**config.mk**
```make
export PLATFORM = sky130hd
export DESIGN_NAME = imu_tcf_sqrt
export DESIGN_NICKNAME = d
export VERILOG_FILES = /design/src/hdl/imu_tcf_pkg.sv /design/src/hdl/imu_tcf_sqrt.sv
export SDC_FILE = /design/constraint.sdc
export NUM_CORES = 1
export LEC_CHECK = 0
export ABC_CLOCK_PERIOD_IN_PS = 7400
export BUFFER_PORTS_ARGS = -buffer_cell sky130_fd_sc_hd__buf_2
export CORE_MARGIN = 8
export CORE_UTILIZATION = 35
export DETAILED_ROUTE_END_ITERATION = 10
export PLACE_DENSITY = 0.56
export SLEW_MARGIN = 25
export SYNTH_ARGS = -nofsm -noshare
export SYNTH_HDL_FRONTEND = slang
export SYNTH_SLANG_ARGS = --single-unit
```
**constraint.sdc**
```tcl
create_clock -name clk -period 7.4 [get_ports clk]
set_clock_uncertainty 0.2 [all_clocks]
set_input_delay 0.37 -clock clk [delete_from_list [all_inputs] [get_ports clk]]
set_output_delay 0.37 -clock clk [all_outputs]
set_load 0.01 [all_outputs]
```
**src/hdl/imu_tcf_pkg.sv**
```systemverilog
// Shared types, constants and fixed-point helpers of the IMU tilt filter.
package imu_tcf_pkg;

  localparam int RAW_W  = 16;
  localparam int NCH    = 5;
  localparam int SUM_W  = 33;
  localparam int OFF_W  = 24;
  localparam int MEAS_W = 27;
  localparam int MUL_W  = 54;
  localparam int DEN_W  = 27;
  localparam int SQ_W   = 52;
  localparam int ANG_W  = 27;
  localparam int STATE_W = 24;
  localparam int DELTA_W = 26;

  localparam int CH_AX = 0;
  localparam int CH_AY = 1;
  localparam int CH_AZ = 2;
  localparam int CH_GX = 3;
  localparam int CH_GY = 4;

  localparam logic signed [MEAS_W-1:0] GRAVITY_Q8 = 27'sd4194304;
  localparam logic [DEN_W-1:0]         GYRO_DIV   = 27'd131070000;
  localparam logic signed [ANG_W-1:0]  HALF_TURN  = 27'sd11796480;

  localparam logic [15:0] WEIGHT_RST  = 16'd64225;
  localparam logic [19:0] STEP_RST    = 20'd10000;
  localparam logic [15:0] CALCNT_RST  = 16'd1000;

  typedef enum logic [1:0] {
    OP_CLEAR = 2'd0,
    OP_CAL   = 2'd1,
    OP_MEAS  = 2'd2,
    OP_NONE  = 2'd3
  } op_t;

  typedef enum logic [1:0] {
    CFG_GYRO_WEIGHT = 2'd0,
    CFG_STEP_TIME   = 2'd1,
    CFG_CAL_COUNT   = 2'd2
  } cfg_idx_t;

  typedef struct packed {
    logic busy;
    logic done;
  } unit_sts_t;

  function automatic logic [21:0] atan_lut(input logic [4:0] idx);
    logic [21:0] a;
    case (idx)
      5'd0:  a = 22'd2949120;
      5'd1:  a = 22'd1740967;
      5'd2:  a = 22'd919879;
      5'd3:  a = 22'd466945;
      5'd4:  a = 22'd234379;
      5'd5:  a = 22'd117304;
      5'd6:  a = 22'd58666;
      5'd7:  a = 22'd29335;
      5'd8:  a = 22'd14668;
      5'd9:  a = 22'd7334;
      5'd10: a = 22'd3667;
      5'd11: a = 22'd1833;
      5'd12: a = 22'd917;
      5'd13: a = 22'd458;
      5'd14: a = 22'd229;
      5'd15: a = 22'd115;
      5'd16: a = 22'd57;
      5'd17: a = 22'd29;
      5'd18: a = 22'd14;
      5'd19: a = 22'd7;
      5'd20: a = 22'd4;
      5'd21: a = 22'd2;
      5'd22: a = 22'd1;
      default: a = 22'd0;
    endcase
    return a;
  endfunction

  // round to nearest, ties away from zero, divide by 2**k
  function automatic logic signed [55:0] rnd_shr(input logic signed [55:0] v,
                                                 input int unsigned k);
    logic [55:0] mag;
    mag = v[55] ? 56'(-v) : 56'(v);
    mag = (mag + (56'd1 << (k - 1))) >> k;
    return v[55] ? -$signed(mag) : $signed(mag);
  endfunction

  function automatic logic signed [55:0] sat56(input logic signed [55:0] v,
                                               input logic signed [55:0] lo,
                                               input logic signed [55:0] hi);
    logic signed [55:0] r;
    r = (v < lo) ? lo : ((v > hi) ? hi : v);
    return r;
  endfunction

endpackage

```
**src/hdl/imu_tcf_sqrt.sv**
```systemverilog
// Bit-pair integer square root, one result bit per cycle.
module imu_tcf_sqrt import imu_tcf_pkg::*; (
  input  logic                  clk,
  input  logic                  rst_n,
  input  logic                  start,
  input  logic [SQ_W-1:0]       val,
  output logic [SQ_W/2-1:0]     root,
  output unit_sts_t             sts
);

  logic [SQ_W-1:0] v_r;
  logic [SQ_W-1:0] r_r;
  logic [SQ_W-1:0] bit_r;
  logic            busy_r;
  logic            done_r;
  logic [SQ_W-1:0] trial;

  assign trial = r_r + bit_r;

  always_ff @(posedge clk) begin
    if (!rst_n) begin
      busy_r <= 1'b0;
      done_r <= 1'b0;
    end else begin
      done_r <= 1'b0;
      if (start) begin
        v_r    <= val;
        r_r    <= '0;
        bit_r  <= SQ_W'(1) << (SQ_W - 2);
        busy_r <= 1'b1;
      end else if (busy_r) begin
        if (v_r >= trial) begin
          v_r <= v_r - trial;
          r_r <= (r_r >> 1) + bit_r;
        end else begin
          r_r <= r_r >> 1;
        end
        bit_r <= bit_r >> 2;
        if (bit_r[0]) begin
          busy_r <= 1'b0;
          done_r <= 1'b1;
        end
      end
    end
  end

  assign root     = r_r[SQ_W/2-1:0];
  assign sts.busy = busy_r;
  assign sts.done = done_r;

endmodule

```
Word-level counts from Yosys, hierarchy flattened
Cells that the tools add are included.

Mux-type cells: 10. Reductions and logical operators: 5. Add/sub/neg operators: 3. Bitwise gates (word level): 2. Order comparisons: 1.

Operators with widths (number): $mux W52 (5); $add A51 B51 Y52 (1); $add A52 B51 Y52 (1); $ge A52 B52 Y1 (1); $sub A52 B52 Y52 (1); $mux W51 (1); $mux W1 (4); $reduce_bool A2 Y1 (2); $reduce_and A3 Y1 (1); $reduce_or A3 Y1 (1); $not A1 Y1 (2); $reduce_and A2 Y1 (1).

Bits in registers: 132. Bits of input ports: 55. Output and inout port bits: 28. Logic and storage cells: 26.

Logic depth before layout (Yosys ltp)
Gate-level depths: netlist (run 1).

Word-level depth: 5. Mapped depth: 24. Depth with buffers taken out: 23.

Least setup slack after synthesis (run 1)
Ideal clock, no wire load.

Path kind: flip-flop to flip-flop. From: reg r_r[2]. To: reg v_r[0] (enable). Arrival: 6.636 ns. Cell stages (with the launch flop): 24. Slack: 0.103 ns. Clock period less this slack: 7.297 ns. Data required time: 6.738 ns. Library setup time: 0.462 ns. Path buffers: 3. Path through: edfxtp_1 > ha_1 > a31o_2 > a31oi_1 > o21ai_1 > a21oi_1 > nor2_1 > nor2_1 > o21bai_1 > a31oi_1 > xor2_1 > ha_1 > clkbuf_1 > nand4_1 > nor3_1 > nand4_1 > o221ai_1 > o21ai_1 > a211o_1 > a21oi_1 > buf_2 > buf_2 > nor2_1 > nor2_1.

Longest elaborated chain between the ends: 4.

RTL lines: from (decl) (RTL line imu_tcf_sqrt.sv:12) `logic [SQ_W-1:0] r_r;`; from (signal assigned) (RTL line imu_tcf_sqrt.sv:34) `r_r <= (r_r >> 1) + bit_r;`; from (signal assigned) (RTL line imu_tcf_sqrt.sv:36) `r_r <= r_r >> 1;`; $add A52 B51 Y52 (RTL line imu_tcf_sqrt.sv:18) `assign trial = r_r + bit_r;`; $ge A52 B52 Y1 (RTL line imu_tcf_sqrt.sv:32) `if (v_r >= trial) begin`; $reduce_bool A2 Y1 (no source line); $reduce_and A3 Y1 (no source line); to (signal assigned) (RTL line imu_tcf_sqrt.sv:27) `v_r <= val;`; to (signal assigned) (RTL line imu_tcf_sqrt.sv:33) `v_r <= v_r - trial;`; to (decl) (RTL line imu_tcf_sqrt.sv:11) `logic [SQ_W-1:0] v_r;`.

Every way passes these cells. A chain may end at the register's enable or synchronous reset.

Worst setup path in the final report (run 1)
From: reg r_r[2]. To: reg r_r[13], data pin.

Longest elaborated chain between the ends: 4. Elaborated cells on any way between the ends: 5. Those cells by class: add/sub (2); order compare (1); mux (2).

RTL lines: $add A52 B51 Y52 (RTL line imu_tcf_sqrt.sv:18); $ge A52 B52 Y1 (RTL line imu_tcf_sqrt.sv:32); $mux W52 (*) (RTL line imu_tcf_sqrt.sv:32); $mux W52 (*) (RTL line imu_tcf_sqrt.sv:31) `end else if (busy_r) begin`.

Mark *: on every way between the ends. The rest lies on a longest branch, timed or not. The select of a mux whose other input is x is not followed.

==> results of run 1 <==
[power by group through the flow]
stage / Sequential [uW] / Clock (uW) / Combinational (uW)
floorplan: 1030 / 0 / 1220
global placement: 1060 / 0 / 1550
detailed placement: 1060 / 0 / 1560
CTS: 1050 / 970 / 1580
global route: 1060 / 1000 / 1770
finish: 1040 / 950 / 1580
[registers in the layout, indices dropped and copies added, names as in the netlist]
name and flops:
done_r 1, busy_r 1, r_r 52, v_r 52, bit_r 26
[cells in the final DEF, fill, tap and decap left out, types with 5 or more instances in the layout]
| cell type | synthesis | final |
|---|---|---|
| o21ai_0 | 112 | 112 |
| xor2_1 | 86 | 86 |
| and3_1 | 15 | 15 |
| nor4_1 | 8 | 8 |
| xnor2_1 | 56 | 56 |
| inv_1 | 23 | 22 |
| nand3_1 | 15 | 15 |
| nand2_1 | 156 | 156 |
| bufinv_16 | 0 | 5 |
| nand2b_1 | 7 | 7 |
| buf_4 | 28 | 5 |
| edfxtp_1 | 130 | 130 |
| a21oi_1 | 80 | 79 |
| a31o_2 | 12 | 12 |
| buf_2 | 7 | 81 |
| dlygate4sd3_1 | 0 | 14 |
| o211ai_1 | 7 | 7 |
| nor2b_1 | 47 | 47 |
| and2_1 | 8 | 8 |
| nor3_1 | 14 | 14 |
| nand4_1 | 28 | 28 |
| o21bai_1 | 21 | 21 |
| a31oi_1 | 45 | 45 |
| o21a_1 | 7 | 7 |
| ha_1 | 106 | 106 |
| a21o_1 | 35 | 35 |
| nor2_1 | 124 | 123 |
| o31ai_1 | 8 | 8 |
| clkbuf_16 | 0 | 17 |
| a211oi_1 | 29 | 29 |
| o21ai_1 | 5 | 5 |
[worst min path at each step]
stage	end
after floorplan	bit_r[50]
after global placement	done_r
after detailed placement	done_r
after CTS	v_r[38]
after global routing	v_r[38]
final	v_r[11]
[per-layer routing]
layer  wire (um)  up-vias  GRT usage
met4         633        0     0.0540
met3        1670       40     0.0320
met2       15600      254      0.279
met1       14900     4681      0.216
li1            -     5035          -
met5           0        -          0
[cell usage after synthesis (4+ instances only)]
library cell,instances,share of area
ha_1,106,0.11
o21ai_0,112,0.047
inv_1,23,0.0073
a211oi_1,29,0.018
xor2_1,86,0.064
or3_1,4,0.0021
nand3_1,15,0.0064
and2_1,8,0.0042
clkbuf_1,43,0.014
a31o_2,12,0.0089
a21oi_1,80,0.034
o21a_1,7,0.0044
nor3b_1,4,0.0025
a31oi_1,45,0.024
buf_4,28,0.018
o211ai_1,7,0.0044
nor2_1,124,0.039
xnor2_1,56,0.042
nor3_1,14,0.0059
nor4_1,8,0.0042
edfxtp_1,130,0.33
nor2b_1,47,0.025
o21ai_1,5,0.0021
o21bai_1,21,0.013
a21o_1,35,0.022
a211o_1,4,0.0030
nand2_1,156,0.050
o31ai_1,8,0.0051
buf_2,7,0.0030
nand2b_1,7,0.0037
nand4_1,28,0.015
and3_1,15,0.0079
and4_1,4,0.0030
[cell families after synthesis]
group / after synthesis / share of synthesized area
AO/OA/AOI/OAI: 405 / 0.223
AND/OR/NAND/NOR: 448 / 0.178
buffers and inverters: 102 / 0.0427
flip-flops: 132 / 0.334
adder cells (fa/ha/maj): 107 / 0.114
multiplexers: 4 / 0.00360
XOR/XNOR: 142 / 0.105
[layout make-up]
class / instances / area share
multi-input combinational: 1106 / 0.559
sequential: 132 / 0.299
timing repair buffer: 101 / 0.0450
clock inverter: 14 / 0.0159
inverter: 23 / 0.00663
tap: 448 / 0.0424
clock buffer: 18 / 0.0325
[through the flow]
step	cells	hold WS (ps)	total power [uW]	utilization
global placement	1796	295	2610	0.372
global route	1842	8.10	3820	0.396
finish	1842	12.0	3570	0.396
floorplan	1340	269	2250	-
CTS	1842	0.483	3590	0.396
detailed placement	1796	285	2620	0.372
[repair_timing]
action	4_1_cts	5_1_grt
hold buffers	14	0
buffers inserted	0	0
endpoints found under the hold margin	14	0
[worst register-to-register path: stages, from the launching register on]
cell and delay (ps):
edfxtp_1 470, ha_1 380, a31o_2 240, a31oi_1 320, o21ai_1 210, a21oi_1 500, nor2_1 130, nor2_1 200
o21bai_1 130, a31oi_1 220, xor2_1 100, ha_1 430, nand4_1 170, nor4b_1 700, nand4_1 290, a211o_1 440
a21oi_4 150, buf_4 510, o21ai_0 330, xor2_1 190, nor2_1 50
==> results.py, run 1 <==
metrics = {
    "route": {
        "wl_per_cell_um": 17.8,
        "drc": 0,
        "viasPerCell": 5.43,
        "dr.pass1.iters": 5,
        "vias": 10010,
        "wirelength_mm": 32.8,
        "drt_iter0_markers": 716,
        "antenna_left": 0,
    },
    "final_layout": {
        "fillCellCount": 3469,
        "diodes": 0,
        "area_growth_pct": 11.8,
        "drive_above_1_share": 0.108,
        "seqCellArea_um2": 3940,
        "multiInputGateArea_um2": 7380,
        "final_nets": 1543,
        "final_cell_area_um2": 13200,
    },
    "setup_path": {
        "cp_slowest_stage_delay_ps": 700,
        "crit_chain": "ha_1, a31o_2, a31oi_1, o21ai_1, a21oi_1, nor2_1, nor2_1, o21bai_1, a31oi_1, xor2_1, ha_1, nand4_1, nor4b_1, nand4_1, a211o_1, a21oi_4, buf_4, o21ai_0, xor2_1, nor2_1",
        "r2r_cells": 20,
        "startpoint": "r_r[2]",
        "crit_path_max_fanout": 64,
        "crit_end": "r_r[13]",
        "crit_required_ps": 7370,
        "endpoint_kind": "flip-flop",
        "critPathKind": "reg2reg",
        "r2r-start": "r_r[2]",
        "cp.buffers_inverters": 1,
        "cp.depth": 20,
        "slowest_stage": "nor4b_1",
        "cp_data_arrival_time_ps": 6590,
        "cp_common_cell": "nor2_1",
        "critical-path-top-delay-family": "compound AO/OA/AOI/OAI gates",
        "critical_path.startpoint_type": "flip-flop",
        "timing.rr.end": "r_r[13]",
        "reg2reg_slack_ps": 780,
    },
    "floorplan": {
        "die_area_um2": 39900,
        "die_y_um": 200,
        "placeableCoreArea_um2": 33400,
        "die_w_um": 200,
        "placementRows": 67,
        "io_pins": 83,
        "start_util": 0.354,
    },
    "logic_synthesis": {
        "ys_types": 73,
        "synthesis.instances": 1340,
        "syn_avg_cell_area_um2": 8.81,
        "postSynthNetCount": 1502,
        "async_flop_share": 0,
        "synth_edf_count": 130,
        "synth_ff_type": "edfxtp_1",
        "yosysWarningCount": 0,
        "synth_seq_cells": 132,
        "seq_area_frac_synth": 0.334,
        "syn_area_um2": 11800,
    },
    "status": {
        "outcome": "completed",
    },
    "placed_design": {
        "hpwl_mm": 24.8,
        "place_area_um2": 12400,
        "io_buffers": 82,
        "place_ws_ps": 872,
        "gp_congestion": 0.929,
    },
    "timing": {
        "period_share": 0.894,
        "grt_setup_unrepaired": "false",
        "finalWorstSetupSlack_ps": 784,
        "setup_violations": 0,
        "tns_ps": 0,
        "worst_slew_pin_slew_ps": 957,
        "slew_headroom": 0.362,
        "period_needed_ps": 6620,
        "finalMaxSlewViolations": 0,
        "hold_viol_final": 0,
        "fmax_mhz": 151,
    },
    "pwr": {
        "swShare": 0.390,
        "clock_power_share": 0.266,
        "switchingPower_uw": 1390,
        "leakage_uw": 0.00503,
        "p_seq_frac": 0.292,
        "comb_power_share": 0.442,
        "ir_drop_v": 0.000167,
        "powerDensity_nw_per_um2": 271,
        "p_int_uw": 2180,
    },
    "clock_network": {
        "cts_resized": 0,
        "htreeDepth": 4,
        "numCtsBuffers": 17,
        "clk_pin_slew_ps": 60,
        "insertion_delay_ps": 450,
        "cts.sinks": 132,
        "clk_path_buf_depth": 2,
        "tritoncts": "yes",
        "clockRootBuffer": "clkbuf_16",
    },
    "grt": {
        "grt_pass1_vias": 9665,
        "grt_overflow": 0,
        "grt_start_max_net_pins": 107,
        "antenna_found_initial": 0,
        "grt_pass1_wl_mm": 52.9,
        "gr-usage-all-layers": 0.168,
    },
    "worst_hold_path": {
        "worstHoldPathCells": 3,
        "hp-start": "val[11]",
        "hold_path_class": "in2reg",
    },
    "run": {
        "maxCapViolCount": 0,
    },
}
Power figures use the tool's default switching activity.
==> run 2: changes to the inputs <==
- REMOVE_ABC_BUFFERS: not set -> 1
==> run 2 against run 1 <==
Compared with the run above:
- via count fell by 0.76%
- clock power fell by 4.4%
- flip-flop and latch count did not move
- non-clock buffer count fell by 12
- hold slack improved by 4.2 ps
- global-route usage fell by 0.44 points
- die area did not move
- first-iteration DRC count rose by 2.0%
- cell area fell by 1.1%
- worst setup slack improved by 420 ps
- count of clock-buffer cells in the layout did not move
- final cell count fell by 0.65%
- critical path type unchanged
==> results.py, run 2 (synthesis gave the netlist of run 1 again) <==
metrics = {
    "status": {
        "outcome": "completed",
    },
    "floorplan": {
        "start_util": 0.354,
        "die_w_um": 200,
        "placementRows": 67,
        "placeableCoreArea_um2": 33400,
        "die_area_um2": 39900,
        "io_pins": 83,
        "die_y_um": 200,
    },
    "timing": {
        "grt_setup_unrepaired": "false",
        "fmax_mhz": 161,
        "worst_slew_pin_slew_ps": 990,
        "slew_headroom": 0.334,
        "finalWorstSetupSlack_ps": 1200,
        "tns_ps": 0,
        "hold_viol_final": 0,
        "setup_violations": 0,
        "period_share": 0.838,
        "period_needed_ps": 6200,
        "finalMaxSlewViolations": 0,
    },
    "clock_network": {
        "clockRootBuffer": "clkbuf_16",
        "tritoncts": "yes",
        "cts_setup_buffers": 0,
        "htreeDepth": 4,
        "clk_path_buf_depth": 2,
        "numCtsBuffers": 17,
        "clk_pin_slew_ps": 60,
        "insertion_delay_ps": 430,
        "cts.sinks": 132,
    },
    "setup_path": {
        "cp_common_cell": "nor2_1",
        "critical-path-top-delay-family": "compound AO/OA/AOI/OAI gates",
        "cp_data_arrival_time_ps": 6150,
        "crit_chain": "ha_1, a31o_2, a31oi_1, o21ai_1, a21oi_1, buf_4, o21ai_0, a31oi_1, nor2_1, nor2_1, o21bai_1, xnor2_1, ha_1, a21o_1, o21bai_1, a211oi_1, o221ai_1, o21ai_1, a211o_1, a21o_1, nor2_1, xnor2_1, nor2_1",
        "r2r-start": "r_r[2]",
        "cp_slowest_stage_delay_ps": 620,
        "critical_path.startpoint_type": "flip-flop",
        "endpoint_kind": "flip-flop",
        "startpoint": "r_r[2]",
        "crit_required_ps": 7350,
        "cp.buffers_inverters": 1,
        "critPathKind": "reg2reg",
        "crit_path_max_fanout": 17,
        "slowest_stage": "a21o_1",
    },
    "run": {
        "maxCapViolCount": 0,
    },
    "placed_design": {
        "place_ws_ps": 1220,
        "hpwl_mm": 24.5,
        "gp_congestion": 0.888,
        "io_buffers": 82,
    },
    "route": {
        "wirelength_mm": 32.2,
        "drt_iter0_markers": 730,
        "wl_per_cell_um": 17.6,
        "dr.pass1.iters": 4,
        "viasPerCell": 5.43,
        "vias": 9934,
        "antenna_left": 0,
        "drc": 0,
    },
    "pwr": {
        "p_total_uw": 3520,
        "ir_drop_v": 0.000122,
        "leakage_uw": 0.00497,
        "powerDensity_nw_per_um2": 269,
    },
    "grt": {
        "grt_pass1_vias": 9501,
        "grt_start_max_net_pins": 79,
        "antenna_found_initial": 0,
        "grt_overflow": 0,
        "grt_pass1_wl_mm": 51.7,
        "gr-usage-all-layers": 0.163,
    },
    "final_layout": {
        "drive_above_1_share": 0.110,
        "final_nets": 1531,
        "final_cell_mix": "156 x nand2_1, 130 x edfxtp_1, 123 x nor2_1, 112 x o21ai_0, 106 x ha_1",
        "top_regs": "r_r x52, v_r x52, bit_r x26",
        "diodes": 0,
        "area_growth_pct": 10.6,
        "mostFrequentLayoutCell": "nand2_1",
    },
    "worst_hold_path": {
        "hold_path_class": "in2reg",
        "hp-start": "val[7]",
    },
}
## run 2: cell count changes in the layout (fill, tap and decap cells not counted), sizes merged
cell / previous run / this run
clkinvlp: 1 / 3
dlygate4sd3: 14 / 1
buf: 87 / 88
bufinv: 5 / 4
clkinv: 9 / 7
inv: 22 / 23
## run 2: routing by layer
layer / track usage / vias up / routed length [um]
li1: - / 5003 / -
met1: 0.234 / 4705 / 16300
met2: 0.252 / 200 / 14300
met3: 0.0237 / 26 / 1100
met4: 0.0439 / 0 / 498
met5: 0 / - / 0
## run 2: stage by stage
step / area [um^2] / cells / util / hold slack [ps]
floorplan: 11400 / 1261 / - / 269
global placement: 12400 / 1797 / 0.373 / 285
detailed placement: 12400 / 1797 / 0.373 / 279
CTS: 13100 / 1830 / 0.391 / 0.861
finish: 13100 / 1830 / 0.392 / 16.2
global route: 13100 / 1830 / 0.392 / 18.6
## run 2: layout make-up
cell class / count / area (um^2)
repair buffers: 89 / 475
flip-flops and latches: 132 / 3940
clock buffers: 18 / 429
clock inverters: 14 / 186
multi-input cells: 1106 / 7380
fillers: 3426 / 20300
well taps: 448 / 561
inverters: 23 / 86.3
## run 2: final timing paths
check	depth (start not counted)	slack (ps)	endpoint
setup / recovery	23	1200	r_r[17]
setup reg to reg	23	1200	r_r[17]
hold / removal	3	20	v_r[7]
hold reg to reg	1	300	done_r
## run 2: worst reg2reg max path: stages (launching register included)
cell and delay (ps):
edfxtp_1 470, ha_1 380, a31o_2 240, a31oi_1 330, o21ai_1 220, a21oi_1 170
buf_4 160, o21ai_0 130, a31oi_1 310, nor2_1 70, nor2_1 150, o21bai_1 90
xnor2_1 190, ha_1 330, a21o_1 200, o21bai_1 180, a211oi_1 250, o221ai_1 160
o21ai_1 420, a211o_1 270, a21o_1 620, nor2_1 160, xnor2_1 160, nor2_1 50
## run 2: power by group
| group | total [uW] | internal, uW | switching (uW) |
|---|---|---|---|
| Combinational | 1560 | 617 | 946 |
| Clock | 908 | 561 | 346 |
| Sequential | 1050 | 959 | 88.0 |
| Total | 3520 | 2140 | 1380 |
## run 2: timing repair
action,CTS,global route
endpoints found under the hold margin,1,0
hold buffers,1,0
gates resized for setup,0,0
==> run 3: changes to the inputs <==
- ABC_CLOCK_PERIOD_IN_PS: 7400 -> 5700
- clock period: 7.4 -> 5.7 ns (I/O delays scaled with it)
==> run 3 against run 2 <==
Compared with the run above:
- critical endpoint is now v_r[18]
- wire length rose by 5.4%
- hold slack got worse by 13 ps
- clock power rose by 30%
- maximum frequency rose by 14%
- non-clock buffer count rose by 97
- critical path depth fell by 7
- flip-flop and latch count did not move
- sequential share of layout area fell by 2.2 points
- combinational power rose by 47%
- die area did not move
- count of clock-buffer cells in the layout fell by 1
==> results.py, run 3 (synthesis gave the netlist of run 1 again) <==
metrics = {
    "grt": {
        "grt_pass1_wl_mm": 53.5,
        "grt_overflow": 0,
        "grt_start_max_net_pins": 79,
        "grt_pass1_vias": 9930,
        "antenna_found_initial": 0,
        "gr-usage-all-layers": 0.169,
    },
    "final_layout": {
        "drive_above_1_share": 0.146,
        "top_regs": "r_r x52, v_r x52, bit_r x26",
        "diodes": 0,
        "fillCellCount": 3350,
        "mostFrequentLayoutCell": "nand2_1",
        "final_nets": 1628,
        "final_cell_mix": "156 x nand2_1, 130 x edfxtp_1, 123 x nor2_1, 110 x o21ai_0, 103 x ha_1",
        "area_growth_pct": 19.1,
    },
    "timing": {
        "worst_slew_pin_slew_ps": 808,
        "finalWorstSetupSlack_ps": 282,
        "hold_viol_final": 0,
        "period_needed_ps": 5420,
        "hold_ws_ps": 3.49,
        "setup_violations": 0,
        "period_share": 0.951,
        "finalMaxSlewViolations": 0,
        "slew_headroom": 0.462,
        "fmax_mhz": 185,
    },
    "setup_path": {
        "crit_path_max_fanout": 26,
        "slowest_stage": "or4_1",
        "endpoint_kind": "flip-flop",
        "reg2reg_slack_ps": 280,
        "crit_required_ps": 5630,
        "crit_chain": "ha_1, nand2_1, or4_1, o311a_1, a211oi_2, a31o_2, a41oi_4, xor2_1, ha_1, nand4_1, or2_2, a211o_1, a21oi_4, nor2_1, nor2_4, buf_12",
        "r2r-start": "r_r[32]",
        "critPathKind": "reg2reg",
        "cp_data_arrival_time_ps": 5340,
        "cp_slowest_stage_delay_ps": 640,
        "r2r_cells": 16,
        "critical_path.startpoint_type": "flip-flop",
        "cp_common_cell": "ha_1",
        "timing.rr.end": "v_r[18]",
    },
    "clock_network": {
        "clk_path_buf_depth": 2,
        "insertion_delay_ps": 440,
        "clk_pin_slew_ps": 60,
        "clockRootBuffer": "clkbuf_16",
        "cts.sinks": 132,
        "htreeDepth": 4,
        "numCtsBuffers": 17,
        "tritoncts": "yes",
    },
    "floorplan": {
        "die_w_um": 200,
        "placementRows": 67,
        "start_util": 0.354,
        "io_pins": 83,
        "die_area_um2": 39900,
        "die_y_um": 200,
        "placeableCoreArea_um2": 33400,
    },
    "placed_design": {
        "gp_congestion": 0.914,
        "hpwl_mm": 25.3,
        "place_ws_ps": 57.5,
        "io_buffers": 82,
    },
    "route": {
        "viasPerCell": 5.33,
        "antenna_left": 0,
        "drc": 0,
        "dr.pass1.iters": 5,
        "wl_per_cell_um": 17.6,
        "drt_iter0_markers": 678,
        "wirelength_mm": 33.9,
        "vias": 10269,
    },
    "run": {
        "maxCapViolCount": 0,
    },
    "worst_hold_path": {
        "worstHoldPathCells": 3,
        "hp-start": "val[35]",
        "hold_path_class": "in2reg",
        "min_to": "v_r[35]",
    },
    "pwr": {
        "leakage_uw": 0.00545,
        "ir_drop_v": 0.000176,
        "powerDensity_nw_per_um2": 342,
    },
    "status": {
        "outcome": "completed",
    },
}
[run 3: timing repair]
| action | 4_1_cts | 5_1_grt |
|---|---|---|
| hold buffers | 48 | 0 |
| hold endpoints to repair | 48 | 0 |
| endpoints found under the setup margin | 0 | 103 |
| gates resized for setup | 0 | 18 |
| setup buffers | 0 | 5 |
[run 3: power by group]
part | internal (uW) | switching [uW] | total (uW)
logic | 966 | 1330 | 2300
clock network | 726 | 449 | 1180
registers | 1240 | 92.3 | 1340
[run 3: final cells by class]
cell class	instances	area, um^2	share of cell area
Multi-Input combinational cell	1106	7470	0.531
Clock buffer	17	425	0.0302
Tap cell	448	561	0.0398
Sequential cell	132	3940	0.280
Clock inverter	14	188	0.0133
Timing Repair Buffer	186	1390	0.0991
Inverter	23	86.3	0.00614
[run 3: through the flow]
stage	total power, uW	util	std cells	setup TNS [ps]	cell area (um^2)
after floorplan	2870	-	1261	-231490	11400
after global placement	3500	0.383	1839	0	12800
after detailed placement	3510	0.383	1839	0	12800
after CTS	4730	0.416	1918	0	13900
after global routing	5130	0.422	1926	-70.2	14100
final	4810	0.422	1926	0	14100
[run 3: routing by layer]
layer | routed length (um) | vias to the layer above | global-route usage
met3 | 1280 | 38 | 0.0249
met2 | 14800 | 223 | 0.256
met1 | 17000 | 4810 | 0.243
met5 | 0 | - | 0
li1 | - | 5198 | -
met4 | 765 | 0 | 0.0564
[run 3: how the worst max path moves through the flow]
stage / start / endpoint / cells after the start
after floorplan: r_r[2] / v_r[0] / 20
after global placement: bit_r[0] / r_r[13] / 24
after detailed placement: bit_r[0] / r_r[13] / 24
after CTS: bit_r[0] / r_r[13] / 24
after global routing: bit_r[0] / v_r[18] / 23
final: r_r[32] / v_r[18] / 16
[run 3: critical path: cells and delay by family, from the launching register on]
kind / cells / cell delay, ps
fa+ha+maj: 2 / 710
buf+inv: 1 / 220
compound gates: 6 / 1760
simple gates: 6 / 1520
xor+xnor: 1 / 190
flops: 1 / 450
